===== src/rtl/dpts_pkg.sv =====
`timescale 1ns / 1ps

package dpts_pkg;

    // fixed sizes of the scanner
    localparam int OFFSET_BITS = 24;
    localparam int OFF_W       = OFFSET_BITS + 1;
    localparam int MAX_PERIODS = 16;
    localparam int HEAD_BYTES  = 256;
    localparam int IDX_W       = 4;
    localparam int CNT_W       = 5;
    localparam int SHORT_LEN   = 8;

    localparam logic [OFF_W-1:0] OFF_CAP  = {OFF_W{1'b1}};
    localparam logic [OFF_W-1:0] HEAD_OFF = OFF_W'(HEAD_BYTES);
    localparam logic [CNT_W-1:0] MAX_CNT  = CNT_W'(MAX_PERIODS);
    localparam logic [OFF_W-1:0] SHORT_OFF = OFF_W'(SHORT_LEN - 1);

    // queue between front and back
    localparam int QUEUE_DEPTH = 4;
    localparam int QPTR_W      = $clog2(QUEUE_DEPTH);

    // stream packing
    localparam int S_DATA_W = 8;
    localparam int M_DATA_W = 72;

    // character codes
    localparam logic [7:0] CH_LT    = 8'h3C;
    localparam logic [7:0] CH_GT    = 8'h3E;
    localparam logic [7:0] CH_QUEST = 8'h3F;
    localparam logic [7:0] CH_SP    = 8'h20;
    localparam logic [7:0] CH_TAB   = 8'h09;
    localparam logic [7:0] CH_LF    = 8'h0A;
    localparam logic [7:0] CH_CR    = 8'h0D;

    localparam logic [3:0] URN_LEN     = 4'd13;
    localparam logic [2:0] MPD_LEN     = 3'd4;
    localparam logic [2:0] PERIOD_LEN  = 3'd7;
    localparam logic [2:0] ADBREAK_LEN = 3'd7;
    localparam logic [2:0] CARD_LEN    = 3'd4;

    // one queue entry: an optional period record and an optional summary
    typedef struct packed {
        logic                    rec_valid;
        logic [IDX_W-1:0]        rec_index;
        logic [OFFSET_BITS-1:0]  rec_start;
        logic [OFF_W-1:0]        rec_end;
        logic                    rec_ad;
        logic                    sum_valid;
        logic                    sum_looks;
        logic [CNT_W-1:0]        sum_periods;
        logic [CNT_W-1:0]        sum_ads;
        logic signed [CNT_W-1:0] sum_first_ad;
    } scan_event_t;

    function automatic logic is_space(input logic [7:0] c);
        return (c == CH_SP) || (c == CH_TAB) || (c == CH_LF) || (c == CH_CR);
    endfunction

    // "urn:mpeg:dash"
    function automatic logic [7:0] urn_char(input logic [3:0] i);
        logic [7:0] r;
        unique case (i)
            4'd0:  r = "u";
            4'd1:  r = "r";
            4'd2:  r = "n";
            4'd3:  r = ":";
            4'd4:  r = "m";
            4'd5:  r = "p";
            4'd6:  r = "e";
            4'd7:  r = "g";
            4'd8:  r = ":";
            4'd9:  r = "d";
            4'd10: r = "a";
            4'd11: r = "s";
            4'd12: r = "h";
            default: r = 8'h00;
        endcase
        return r;
    endfunction

    // "<MPD"
    function automatic logic [7:0] mpd_char(input logic [1:0] i);
        logic [7:0] r;
        unique case (i)
            2'd0: r = "<";
            2'd1: r = "M";
            2'd2: r = "P";
            default: r = "D";
        endcase
        return r;
    endfunction

    // "<Period"
    function automatic logic [7:0] period_char(input logic [2:0] i);
        logic [7:0] r;
        unique case (i)
            3'd0: r = "<";
            3'd1: r = "P";
            3'd2: r = "e";
            3'd3: r = "r";
            3'd4: r = "i";
            3'd5: r = "o";
            3'd6: r = "d";
            default: r = 8'h00;
        endcase
        return r;
    endfunction

    // "Adbreak"
    function automatic logic [7:0] adbreak_char(input logic [2:0] i);
        logic [7:0] r;
        unique case (i)
            3'd0: r = "A";
            3'd1: r = "d";
            3'd2: r = "b";
            3'd3: r = "r";
            3'd4: r = "e";
            3'd5: r = "a";
            3'd6: r = "k";
            default: r = 8'h00;
        endcase
        return r;
    endfunction

    // "Card"
    function automatic logic [7:0] card_char(input logic [1:0] i);
        logic [7:0] r;
        unique case (i)
            2'd0: r = "C";
            2'd1: r = "a";
            2'd2: r = "r";
            default: r = "d";
        endcase
        return r;
    endfunction

endpackage


===== src/rtl/dpts_front.sv =====
`timescale 1ns / 1ps

module dpts_front (
    input  logic                        aclk,
    input  logic                        aresetn,
    input  logic                        s_tvalid,
    output logic                        s_tready,
    input  logic [dpts_pkg::S_DATA_W-1:0] s_tdata,
    input  logic                        s_tlast,
    input  logic                        queue_full,
    output logic                        push,
    output dpts_pkg::scan_event_t       push_event
);
    import dpts_pkg::*;

    // anchored signature matcher at the first non-blank byte
    typedef enum logic [2:0] {
        ANC_IDLE, ANC_LT, ANC_QUEST, ANC_X, ANC_XM, ANC_M, ANC_MP, ANC_DEAD
    } anchor_t;

    logic [OFF_W-1:0]       off_reg, off_next;
    logic [2:0]             prefix_reg, prefix_next;
    logic                   inside_reg, inside_next;
    logic [OFFSET_BITS-1:0] start_reg, start_next;
    logic [2:0]             adbreak_reg, adbreak_next;
    logic [1:0]             card_reg, card_next;
    logic                   has_ad_reg, has_ad_next;
    logic [CNT_W-1:0]       periods_reg, periods_next;
    logic [CNT_W-1:0]       ads_reg, ads_next;
    logic signed [CNT_W-1:0] first_ad_reg, first_ad_next;
    logic                   lead_done_reg, lead_done_next;
    anchor_t                anchor_reg, anchor_next;
    logic [3:0]             urn_reg, urn_next;
    logic [1:0]             mpd_reg, mpd_next;
    logic                   seen_reg, seen_next;

    logic                   accept;
    logic [7:0]             c;
    logic                   in_head;
    logic [3:0]             urn_t;
    logic [2:0]             mpd_t;
    logic [2:0]             adb_t;
    logic [2:0]             card_t;
    anchor_t                anc_from;
    logic                   anc_run;
    logic                   close_now;
    logic                   close_ad;
    scan_event_t            ev;

    assign s_tready = !queue_full;
    assign accept   = s_tvalid && s_tready;
    assign c        = s_tdata[7:0];
    assign in_head  = off_reg < HEAD_OFF;

    always_comb begin
        off_next       = (off_reg != OFF_CAP) ? off_reg + 1'b1 : off_reg;
        prefix_next    = prefix_reg;
        inside_next    = inside_reg;
        start_next     = start_reg;
        adbreak_next   = adbreak_reg;
        card_next      = card_reg;
        has_ad_next    = has_ad_reg;
        periods_next   = periods_reg;
        ads_next       = ads_reg;
        first_ad_next  = first_ad_reg;
        lead_done_next = lead_done_reg;
        anchor_next    = anchor_reg;
        urn_next       = urn_reg;
        mpd_next       = mpd_reg;
        seen_next      = seen_reg;
        close_now      = 1'b0;
        close_ad       = 1'b0;
        urn_t          = '0;
        mpd_t          = '0;
        adb_t          = '0;
        card_t         = '0;
        anc_from       = anchor_reg;
        anc_run        = 1'b0;

        // signature within the head of the buffer
        if (in_head) begin
            urn_t = (c == urn_char(urn_reg)) ? urn_reg + 4'd1 :
                    ((c == urn_char(4'd0)) ? 4'd1 : 4'd0);
            if (urn_t == URN_LEN) begin
                seen_next = 1'b1;
                urn_next  = '0;
            end else begin
                urn_next  = urn_t;
            end
            mpd_t = (c == mpd_char(mpd_reg)) ? {1'b0, mpd_reg} + 3'd1 :
                    ((c == mpd_char(2'd0)) ? 3'd1 : 3'd0);
            if (mpd_t == MPD_LEN) begin
                seen_next = 1'b1;
                mpd_next  = '0;
            end else begin
                mpd_next  = mpd_t[1:0];
            end
        end

        // anchored signature after leading blanks
        if (!lead_done_reg) begin
            if (!(in_head && is_space(c))) begin
                lead_done_next = 1'b1;
                anc_from       = ANC_IDLE;
                anc_run        = 1'b1;
            end
        end else begin
            anc_run = 1'b1;
        end
        if (anc_run) begin
            anchor_next = ANC_DEAD;
            unique case (anc_from)
                ANC_IDLE:  if (c == "<") anchor_next = ANC_LT;
                ANC_LT: begin
                    if (c == CH_QUEST)  anchor_next = ANC_QUEST;
                    else if (c == "M")  anchor_next = ANC_M;
                end
                ANC_QUEST: if (c == "x") anchor_next = ANC_X;
                ANC_X:     if (c == "m") anchor_next = ANC_XM;
                ANC_XM:    if (c == "l") seen_next = 1'b1;
                ANC_M:     if (c == "P") anchor_next = ANC_MP;
                ANC_MP:    if (c == "D") seen_next = 1'b1;
                default:   anchor_next = ANC_DEAD;
            endcase
        end

        // period open tags
        if (inside_reg) begin
            if (c == CH_GT) begin
                close_now   = 1'b1;
                close_ad    = has_ad_reg;
                inside_next = 1'b0;
            end else begin
                adb_t = (c == adbreak_char(adbreak_reg)) ? adbreak_reg + 3'd1 :
                        ((c == adbreak_char(3'd0)) ? 3'd1 : 3'd0);
                if (adb_t == ADBREAK_LEN) begin
                    has_ad_next  = 1'b1;
                    adbreak_next = '0;
                end else begin
                    adbreak_next = adb_t;
                end
                card_t = (c == card_char(card_reg)) ? {1'b0, card_reg} + 3'd1 :
                         ((c == card_char(2'd0)) ? 3'd1 : 3'd0);
                if (card_t == CARD_LEN) begin
                    has_ad_next = 1'b1;
                    card_next   = '0;
                end else begin
                    card_next   = card_t[1:0];
                end
            end
        end else if (periods_reg < MAX_CNT) begin
            if (prefix_reg == PERIOD_LEN && (is_space(c) || c == CH_GT)) begin
                prefix_next = '0;
                if (c == CH_GT) begin
                    close_now = 1'b1;
                end else begin
                    inside_next  = 1'b1;
                    has_ad_next  = 1'b0;
                    adbreak_next = '0;
                    card_next    = '0;
                end
            end else if (prefix_reg != PERIOD_LEN && c == period_char(prefix_reg)) begin
                if (prefix_reg == 3'd0) start_next = off_reg[OFFSET_BITS-1:0];
                prefix_next = prefix_reg + 3'd1;
            end else if (c == CH_LT) begin
                start_next  = off_reg[OFFSET_BITS-1:0];
                prefix_next = 3'd1;
            end else begin
                prefix_next = '0;
            end
        end

        if (close_now) begin
            periods_next = periods_reg + 1'b1;
            if (close_ad) begin
                ads_next = ads_reg + 1'b1;
                if (first_ad_reg == '1) first_ad_next = periods_reg;
            end
        end

        // queue entry for this byte
        ev.rec_valid    = close_now;
        ev.rec_index    = periods_reg[IDX_W-1:0];
        ev.rec_start    = start_reg;
        ev.rec_end      = off_reg + 1'b1;
        ev.rec_ad       = close_ad;
        ev.sum_valid    = s_tlast;
        if (off_reg < SHORT_OFF) begin
            ev.sum_looks    = 1'b0;
            ev.sum_periods  = '0;
            ev.sum_ads      = '0;
            ev.sum_first_ad = '1;
        end else begin
            ev.sum_looks    = seen_next;
            ev.sum_periods  = periods_next;
            ev.sum_ads      = ads_next;
            ev.sum_first_ad = first_ad_next;
        end
    end

    assign push       = accept && (ev.rec_valid || ev.sum_valid);
    assign push_event = ev;

    always_ff @(posedge aclk) begin
        if (!aresetn || (accept && s_tlast)) begin
            off_reg       <= '0;
            prefix_reg    <= '0;
            inside_reg    <= 1'b0;
            start_reg     <= '0;
            adbreak_reg   <= '0;
            card_reg      <= '0;
            has_ad_reg    <= 1'b0;
            periods_reg   <= '0;
            ads_reg       <= '0;
            first_ad_reg  <= '1;
            lead_done_reg <= 1'b0;
            anchor_reg    <= ANC_IDLE;
            urn_reg       <= '0;
            mpd_reg       <= '0;
            seen_reg      <= 1'b0;
        end else if (accept) begin
            off_reg       <= off_next;
            prefix_reg    <= prefix_next;
            inside_reg    <= inside_next;
            start_reg     <= start_next;
            adbreak_reg   <= adbreak_next;
            card_reg      <= card_next;
            has_ad_reg    <= has_ad_next;
            periods_reg   <= periods_next;
            ads_reg       <= ads_next;
            first_ad_reg  <= first_ad_next;
            lead_done_reg <= lead_done_next;
            anchor_reg    <= anchor_next;
            urn_reg       <= urn_next;
            mpd_reg       <= mpd_next;
            seen_reg      <= seen_next;
        end
    end

endmodule


===== src/rtl/dpts_queue.sv =====
`timescale 1ns / 1ps

module dpts_queue (
    input  logic                  aclk,
    input  logic                  aresetn,
    input  logic                  push,
    input  dpts_pkg::scan_event_t push_event,
    input  logic                  pop,
    output dpts_pkg::scan_event_t head_event,
    output logic                  full,
    output logic                  empty
);
    import dpts_pkg::*;

    scan_event_t       slot_reg [QUEUE_DEPTH];
    logic [QPTR_W-1:0] wr_ptr_reg, wr_ptr_next;
    logic [QPTR_W-1:0] rd_ptr_reg, rd_ptr_next;
    logic [QPTR_W:0]   count_reg, count_next;
    logic              do_push, do_pop;

    assign full       = count_reg == (QPTR_W+1)'(QUEUE_DEPTH);
    assign empty      = count_reg == '0;
    assign do_push    = push && !full;
    assign do_pop     = pop && !empty;
    assign head_event = slot_reg[rd_ptr_reg];

    always_comb begin
        wr_ptr_next = do_push ? wr_ptr_reg + 1'b1 : wr_ptr_reg;
        rd_ptr_next = do_pop ? rd_ptr_reg + 1'b1 : rd_ptr_reg;
        count_next  = count_reg;
        if (do_push && !do_pop)      count_next = count_reg + 1'b1;
        else if (do_pop && !do_push) count_next = count_reg - 1'b1;
    end

    always_ff @(posedge aclk) begin
        if (!aresetn) begin
            wr_ptr_reg <= '0;
            rd_ptr_reg <= '0;
            count_reg  <= '0;
        end else begin
            wr_ptr_reg <= wr_ptr_next;
            rd_ptr_reg <= rd_ptr_next;
            count_reg  <= count_next;
        end
    end

    always_ff @(posedge aclk) begin
        if (do_push) slot_reg[wr_ptr_reg] <= push_event;
    end

endmodule


===== src/rtl/dpts_back.sv =====
`timescale 1ns / 1ps

module dpts_back (
    input  logic                          aclk,
    input  logic                          aresetn,
    input  dpts_pkg::scan_event_t         head_event,
    input  logic                          empty,
    output logic                          pop,
    output logic                          m_tvalid,
    input  logic                          m_tready,
    output logic [dpts_pkg::M_DATA_W-1:0] m_tdata,
    output logic                          m_tuser,
    output logic                          m_tlast
);
    import dpts_pkg::*;

    logic                valid_reg, valid_next;
    logic                rec_done_reg, rec_done_next;
    logic [M_DATA_W-1:0] data_reg, data_next;
    logic                user_reg, user_next;
    logic                last_reg, last_next;
    logic                load;

    assign load = !valid_reg || m_tready;

    always_comb begin
        valid_next    = valid_reg;
        rec_done_next = rec_done_reg;
        data_next     = data_reg;
        user_next     = user_reg;
        last_next     = last_reg;
        pop           = 1'b0;
        if (load) begin
            valid_next = !empty;
            if (!empty) begin
                if (head_event.rec_valid && !rec_done_reg) begin
                    // record beat first, summary (if any) stays at the head
                    data_next = M_DATA_W'({
                        1'b0, {3*CNT_W{1'b0}}, head_event.rec_ad, head_event.rec_end,
                        head_event.rec_start, head_event.rec_index});
                    user_next = 1'b0;
                    last_next = 1'b0;
                    if (head_event.sum_valid) rec_done_next = 1'b1;
                    else                      pop = 1'b1;
                end else begin
                    data_next = M_DATA_W'({
                        head_event.sum_first_ad, head_event.sum_ads,
                        head_event.sum_periods, head_event.sum_looks, 1'b0,
                        {OFF_W{1'b0}}, {OFFSET_BITS{1'b0}}, {IDX_W{1'b0}}});
                    user_next     = 1'b1;
                    last_next     = 1'b1;
                    rec_done_next = 1'b0;
                    pop           = 1'b1;
                end
            end
        end
    end

    always_ff @(posedge aclk) begin
        if (!aresetn) begin
            valid_reg    <= 1'b0;
            rec_done_reg <= 1'b0;
        end else begin
            valid_reg    <= valid_next;
            rec_done_reg <= rec_done_next;
        end
    end

    always_ff @(posedge aclk) begin
        data_reg <= data_next;
        user_reg <= user_next;
        last_reg <= last_next;
    end

    assign m_tvalid = valid_reg;
    assign m_tdata  = data_reg;
    assign m_tuser  = user_reg;
    assign m_tlast  = last_reg;

endmodule


===== src/rtl/dash_period_tag_scanner_top.sv =====
`timescale 1ns / 1ps

// channel  dir  tdata                       tuser        tlast
// s_       in   data_byte[7:0]              -            last_byte
// m_       out  period record / summary     record_kind  last_result
//
// one byte is taken every cycle; s_tready drops only while the queue is full;
// each byte is classified by the front in the cycle it arrives, and any record
// or summary it causes goes into a four-entry queue. the back sends one result
// beat per cycle from the queue head while m_tready is high; a byte that closes
// a tag and ends the buffer gives a record beat, then a summary beat. reset is
// synchronous and clears matchers, counters, queue pointers and output valid.

module dash_period_tag_scanner_top (
    input  logic        aclk,
    input  logic        aresetn,
    input  logic        s_tvalid,
    output logic        s_tready,
    // [7:0] data_byte
    input  logic [7:0]  s_tdata,
    input  logic        s_tlast,
    output logic        m_tvalid,
    input  logic        m_tready,
    // [3:0] period_index, [27:4] open_offset, [52:28] tag_end, [53] is_ad,
    // [54] manifest_flag, [59:55] period_total, [64:60] ad_total,
    // [69:65] first_ad_index, [71:70] zero
    output logic [71:0] m_tdata,
    // [0] record_kind
    output logic        m_tuser,
    output logic        m_tlast
);
    import dpts_pkg::*;

    scan_event_t push_event;
    scan_event_t head_event;
    logic        push;
    logic        pop;
    logic        queue_full;
    logic        queue_empty;

    // front: byte matchers and per-buffer counters
    dpts_front u_front (
        .aclk       (aclk),
        .aresetn    (aresetn),
        .s_tvalid   (s_tvalid),
        .s_tready   (s_tready),
        .s_tdata    (s_tdata),
        .s_tlast    (s_tlast),
        .queue_full (queue_full),
        .push       (push),
        .push_event (push_event)
    );

    // decoupling queue
    dpts_queue u_queue (
        .aclk       (aclk),
        .aresetn    (aresetn),
        .push       (push),
        .push_event (push_event),
        .pop        (pop),
        .head_event (head_event),
        .full       (queue_full),
        .empty      (queue_empty)
    );

    // back: splits each entry into beats behind an output register
    dpts_back u_back (
        .aclk       (aclk),
        .aresetn    (aresetn),
        .head_event (head_event),
        .empty      (queue_empty),
        .pop        (pop),
        .m_tvalid   (m_tvalid),
        .m_tready   (m_tready),
        .m_tdata    (m_tdata),
        .m_tuser    (m_tuser),
        .m_tlast    (m_tlast)
    );

    // an entry is never written into a full queue
    a_no_overflow: assert property (@(posedge aclk) disable iff (!aresetn)
        !(push && queue_full))
        else $error("queue written while full");

    // only the summary beat closes a buffer
    a_last_is_summary: assert property (@(posedge aclk) disable iff (!aresetn)
        m_tvalid |-> (m_tuser == m_tlast))
        else $error("tlast and record kind disagree");

    // summary counts stay consistent
    a_summary_counts: assert property (@(posedge aclk) disable iff (!aresetn)
        (m_tvalid && m_tuser) |->
            (m_tdata[64:60] <= m_tdata[59:55]) && (m_tdata[59:55] <= MAX_CNT))
        else $error("summary counts out of range");

    // a popped entry always leaves a beat on the output
    a_pop_when_sent: assert property (@(posedge aclk) disable iff (!aresetn)
        pop |=> m_tvalid)
        else $error("entry popped without a beat");

endmodule

===== config.mk =====
export PLATFORM = sky130hd
export DESIGN_NAME = dash_period_tag_scanner_top
export DESIGN_NICKNAME = d
export VERILOG_FILES = /design/src/rtl/dpts_pkg.sv /design/src/rtl/dpts_front.sv /design/src/rtl/dpts_queue.sv /design/src/rtl/dpts_back.sv /design/src/rtl/dash_period_tag_scanner_top.sv
export SDC_FILE = /design/constraint.sdc
export NUM_CORES = 1
export LEC_CHECK = 0
export BUFFER_PORTS_ARGS = -buffer_cell sky130_fd_sc_hd__clkbuf_2
export CAP_MARGIN = 30
export CORE_UTILIZATION = 45
export DETAILED_ROUTE_END_ITERATION = 16
export GPL_ROUTABILITY_DRIVEN = 0
export SYNTH_ARGS = -nofsm -noshare
export SYNTH_HDL_FRONTEND = slang
export SYNTH_SLANG_ARGS = --single-unit

===== constraint.sdc =====
create_clock -name aclk -period 13.89 [get_ports aclk]
set_clock_uncertainty 0.1 [all_clocks]
set_input_delay 2.778 -clock aclk [delete_from_list [all_inputs] [get_ports aclk]]
set_output_delay 2.778 -clock aclk [all_outputs]
set_load 0.05 [all_outputs]

---- Word level (Yosys, flattened, before mapping) ----
Memories as Yosys holds them, arrays and structs flattened. A register that Yosys moved wholly into a read port is not among the register bits.
Index checks and enable logic that the tools add are counted.
word-level totals
  bits in registers ....................... 167
  bits in writable memories ............... 288
  bits in read-only memories .............. 112
  bits of input ports ..................... 13
  output and inout bits ................... 76
  logic and storage cells ................. 241
  memories ................................ 2
operators by class
  add/subtract/negate cells ............... 12
  $lt $le $gt $ge ......................... 3
  equal/unequal tests ..................... 57
  multiplexer cells ....................... 96
  bitwise logic cells ..................... 3
  reduce and logical (&&, ||, !) cells .... 44
memories
  memory            words  width  rd ports  clocked after memory_dff  wr ports  RTL line          RTL
  u_queue.slot_reg  4      72     1         1                         1         dpts_queue.sv:15  scan_event_t slot_reg [QUEUE_DEPTH];
  (name not given)  16     7      1         1                         0         dpts_pkg.sv:63    unique case (i)
operator list
  kind                                                                           count
  7-bit one-hot mux with 7 select lines                                          2
  8-bit by 7-bit equality test with 1-bit output, second input constant          9
  24-bit two-way mux                                                             3
  8-bit two-way mux                                                              9
  3-bit two-way mux                                                              18
  3-bit equality test, second input constant                                     14
  8-bit equality test                                                            5
  1-bit two-way mux                                                              38
  8-bit by 6-bit equality test with 1-bit output, second input constant          4
  5-bit two-way mux                                                              6
  25-bit by 1-bit adder with 25-bit output, second input constant                1
  25-bit by 3-bit less-than comparator with 1-bit output, second input constant  1
  25-bit by 9-bit less-than comparator with 1-bit output, second input constant  1
  25-bit inequality test, second input constant                                  1
  8-bit by 4-bit equality test with 1-bit output, second input constant          3
  2-bit two-way mux                                                              11
  7-bit one-hot mux with 3 select lines                                          1
  3-bit by 2-bit equality test with 1-bit output, second input constant          6
  6-bit one-hot mux with 3 select lines                                          1
  16-bit two-way mux                                                             1
  4-bit two-way mux                                                              4
  3-bit one-hot mux with 5 select lines                                          1
  3-bit zero test                                                                4
  1-bit logical AND                                                              11
  other kinds (24)                                                               60

---- Depth between registers and ports, before layout ----
  word-level depth ........................ 16
  depth in mapped cells ................... 13
  gate-level depth less buffers ........... 13

---- By module ----
Synthesis repeated with hierarchy kept, for this count alone.
unflattened totals
  cell total of the unflattened synthesis .. 1294
  area, all modules ....................... 19536.2 sq um
by module, submodules not included
  module      instances  cells each  area an instance (sq um)  sequential area each (sq um)
  dpts_queue  1          424         10943.0                   8828.5
  dpts_front  1          707         5820.6                    1841.8
  dpts_back   1          163         2772.7                    2172.1

---- Worst setup path before layout ----
OpenSTA, ideal clock, no wires.
  path type ............................... input to register
  start point ............................. input m_tready
  end point ............................... register u_queue.count_reg[2]
  library setup time ...................... 0.076 ns
  arrival ................................. 8.247 ns
  data required time ...................... 13.714 ns
  slack ................................... 5.468 ns
  cell stages on the path ................. 9
  buffers on the path ..................... 0
  cell sequence ........................... inv_1 a21oi_1 o21ai_1 ha_1 inv_1 fa_1 xor2_1 or3_1 a21boi_0
on the way
  word-level cells in the longest chain between the ends .. 6
  elaborated cells between the ends (all ways) .. 8
  classes of those cells .................. 2 x mux; 6 x reduce/logical
ends and longest elaborated chain
  what                                                            RTL line                           RTL
  start, declared                                                 dash_period_tag_scanner_top.sv:23  input logic m_tready,
  1-bit logical OR (*)                                            dpts_back.sv:24                    assign load = !valid_reg || m_tready;
  1-bit two-way mux (*)                                           dpts_back.sv:33                    if (load) begin
  1-bit logical AND (*)                                           dpts_queue.sv:24                   assign do_pop = pop && !empty;
  1-bit zero test                                                 dpts_queue.sv:31                   if (do_push && !do_pop) count_next = count_reg + 1'b1;
  1-bit logical AND                                               dpts_queue.sv:31
  3-bit two-way mux / 2-bit nonzero test (equally long branches)  --
  end signal, assigned                                            dpts_queue.sv:43                   count_reg <= count_next;
  end, declared                                                   dpts_queue.sv:18                   logic [QPTR_W:0] count_reg, count_next;
Mark *: on every way between the ends. The rest lies on a longest branch, timed or not.
A chain may end at the register's enable or synchronous reset.

==> results.toml <==
[timing]
fmax_mhz = 171
worst_slew_margin_rel_pct = 27.0
maxSlewViolCount = 0
postLayoutSetupSlackWorst_ps = 8030
rsz0062_at_grt = "no"
finalCritPeriodShare_pct = 42.2
setup_tns_ps = 0
hold_viol = 0
period_minus_slack_ps = 5860
worst_pin_slew_ps = 1070
finalSetupViolCount = 0

[logic_synthesis]
synth-edff-count = 359
syn_inst = 1309
syn_avg_cell_area_um2 = 14.8
synthesis.area_um2 = 19300
synth_area_leaders = "edfxtp_1 (56%), dfxtp_1 (11%), mux4_2 (8.4%)"
synth_ff_type = "edfxtp_1"
synth_cell_types = 78
ys_seq_area_share_pct = 66.4
yosys.area.top_type = "edfxtp_1"
async_reset_ff_share_pct = 0
synth_seq_cells = 462
synth_top_area_share_pct = 55.8
synth_warnings = 0

[global_route]
grt_usage_pct = 18.0
grt_max_degree = 72
grt_pass1_wl_um = 60500
grt.overflow.total = 0
grt_util_met2_pct = 30.9
grt.met1_usage_pct = 23.1
grt_pass1_vias = 10700
antenna_found_initial = 2
grt_util_met3_pct = 3.22
grt_busiest_layer = "met2"

[route]
drc = 0
dr.first_iter.drc_count = 615
wl_per_cell_um = 19.4
via_per_inst = 5.38
ant_nets = 0
wl_um = 38000
vias = 10600
first_pass_iters = 4

[final_layout]
fill_cells = 3511
drive_gt1_share_pct = 19.0
multi_input_comb_area_um2 = 6040
synthToLayoutAreaGrowth_pct = 12.7
utilization_pct = 51.7
stdcell_area_um2 = 21800
nets = 1434
seq_area_um2 = 12800
largest_reg_flops = 288

[power_and_ir_drop]
cellLeakagePower_nw = 7.38
power_w = 0.00403
cellPowerDensity_nw_per_um2 = 185
peakVddDrop_v = 0.000106

[worst_setup_path]
cp.required_ps = 14000
r2r_slack_ps = 10160
rr_worst_depth = 9
endpoint_kind = "register"
arrival_ps = 5970
critPathLaunchType = "input pin"
crit_start = "s_tdata[3]"
path_class = "input pin to register"
rr_startpoint = "u_front.prefix_reg[0]"
r2r_end = "u_queue.slot_reg[3][47]"
crit_fanout = 40

[floorplanning]
die_h_um = 209
die_area_um2 = 43800
core.rowCount = 75
boundaryPins = 89
die_width_um = 209
initial_utilization_pct = 45.9
core_area_um2 = 42100

[worst_hold_path]
hold_depth = 2
min_path_type = "register to register"
hold_end = "u_front.first_ad_reg[2]"
min_from = "u_front.first_ad_reg[2]"

[clock_network]
root_buffer = "clkbuf_16"
insertion_delay_ps = 580
clock-sinks = 462
cts_max_path_buffers = 3
cts_tree = "yes"
clk_pin_slew_ps = 60
hold_buffers = 0
numCtsBuffers = 48
htreeDepth = 2
post_cts_resized = 0
post_cts_buffers = 0

[run]
cap_violations = 0

[run_status]
outcome = "completed"

[place]
place_area_um2 = 20200
dp_hpwl_um = 23800
place_ws_ps = 7430
port_buffers = 86
## cell usage in the layout (no fill, tap or decap), drive strengths merged, types with 31 or more instances in the layout
| cell | Yosys | layout |
|---|---|---|
| a21oi | 31 | 31 |
| and2 | 38 | 38 |
| clkbuf | 44 | 147 |
| dfxtp | 103 | 103 |
| edfxtp | 359 | 359 |
| ha | 36 | 36 |
| inv | 32 | 35 |
| mux4 | 72 | 72 |
| nand2 | 69 | 69 |
| nand3 | 31 | 31 |
| nor2 | 81 | 81 |
| nor2b | 62 | 62 |
| o21ai | 42 | 42 |
| xnor2 | 36 | 36 |
| xor2 | 52 | 52 |
## worst max-delay path: stages
cell	delay (ps)
clkbuf_2	310
nand2_1	170
nor4_1	570
o21ai_1	270
inv_1	300
nor2_1	90
nor2_2	280
and2_4	550
buf_4	620
## through the flow
stage / hold slack, ps / std cells
global route: 415 / 1961
global placement: 367 / 1871
floorplan: 349 / 1310
finish: 382 / 1962
CTS: 381 / 1960
detailed placement: 372 / 1872
## cell families (layout without fill, tap and decap cells)
| logic type | count (synthesis) | count (layout) | synth area share, % |
|---|---|---|---|
| AO/OA/AOI/OAI | 146 | 146 | 5.26 |
| flip-flops | 462 | 462 | 66.4 |
| buffers and inverters | 108 | 220 | 2.47 |
| other | 1 | 3 | 0.0194 |
| adder cells (fa/ha/maj) | 37 | 37 | 2.43 |
| multiplexers | 81 | 81 | 8.86 |
| XOR/XNOR | 88 | 88 | 3.99 |
| AND/OR/NAND/NOR | 386 | 386 | 10.5 |
## cell usage after synthesis, types with 24 or more instances
library cell / count
o21ai_0: 38
nand3_1: 31
xnor2_1: 36
dfxtp_1: 103
clkbuf_1: 42
a21oi_1: 31
ha_1: 36
nor2_1: 79
inv_1: 32
mux4_2: 72
nor2b_1: 62
and2_1: 36
xor2_1: 52
a22o_1: 24
edfxtp_1: 359
nand2_1: 69
## routing by layer
| metal | part of all wire (%) | wire length (um) |
|---|---|---|
| met5 | 0.032 | 12 |
| met1 | 44 | 16600 |
| met2 | 51 | 19200 |
| met4 | 1.9 | 714 |
| met3 | 3.9 | 1470 |
## power by group
part | total (W) | internal [W] | switching (W) | leakage [nW]
clock | 0.00124 | 0.000724 | 0.000517 | 0.749
sequential | 0.00178 | 0.00170 | 0.0000814 | 4.17
combinational | 0.00100 | 0.000284 | 0.000718 | 2.46
total | 0.00403 | 0.00271 | 0.00132 | 7.38
## area by class of cell
type,instances,area share (%)
flip-flops and latches,462,59.0
clock inverters,27,0.983
inverters,32,0.552
repair buffers,100,2.59
diodes,1,0.0115
clock buffers,61,6.03
well taps,539,3.10
multi-input cells,740,27.7
## worst max path at each step
| stage | end | slack (ps) | cells past startpoint |
|---|---|---|---|
| 6_report | u_queue.slot_reg[3][47] | 8030 | 9 |
| 5_1_grt | u_queue.slot_reg[3][23] | 7770 | 9 |
| 4_1_cts | u_queue.slot_reg[3][27] | 8050 | 9 |
| 3_5_place_dp | u_queue.slot_reg[3][50] | 7430 | 9 |
| 3_3_place_gp | u_queue.slot_reg[3][50] | 7470 | 9 |
| 2_1_floorplan | u_queue.count_reg[2] | 5470 | 9 |
No activity file was read; power rests on OpenSTA's default activity.
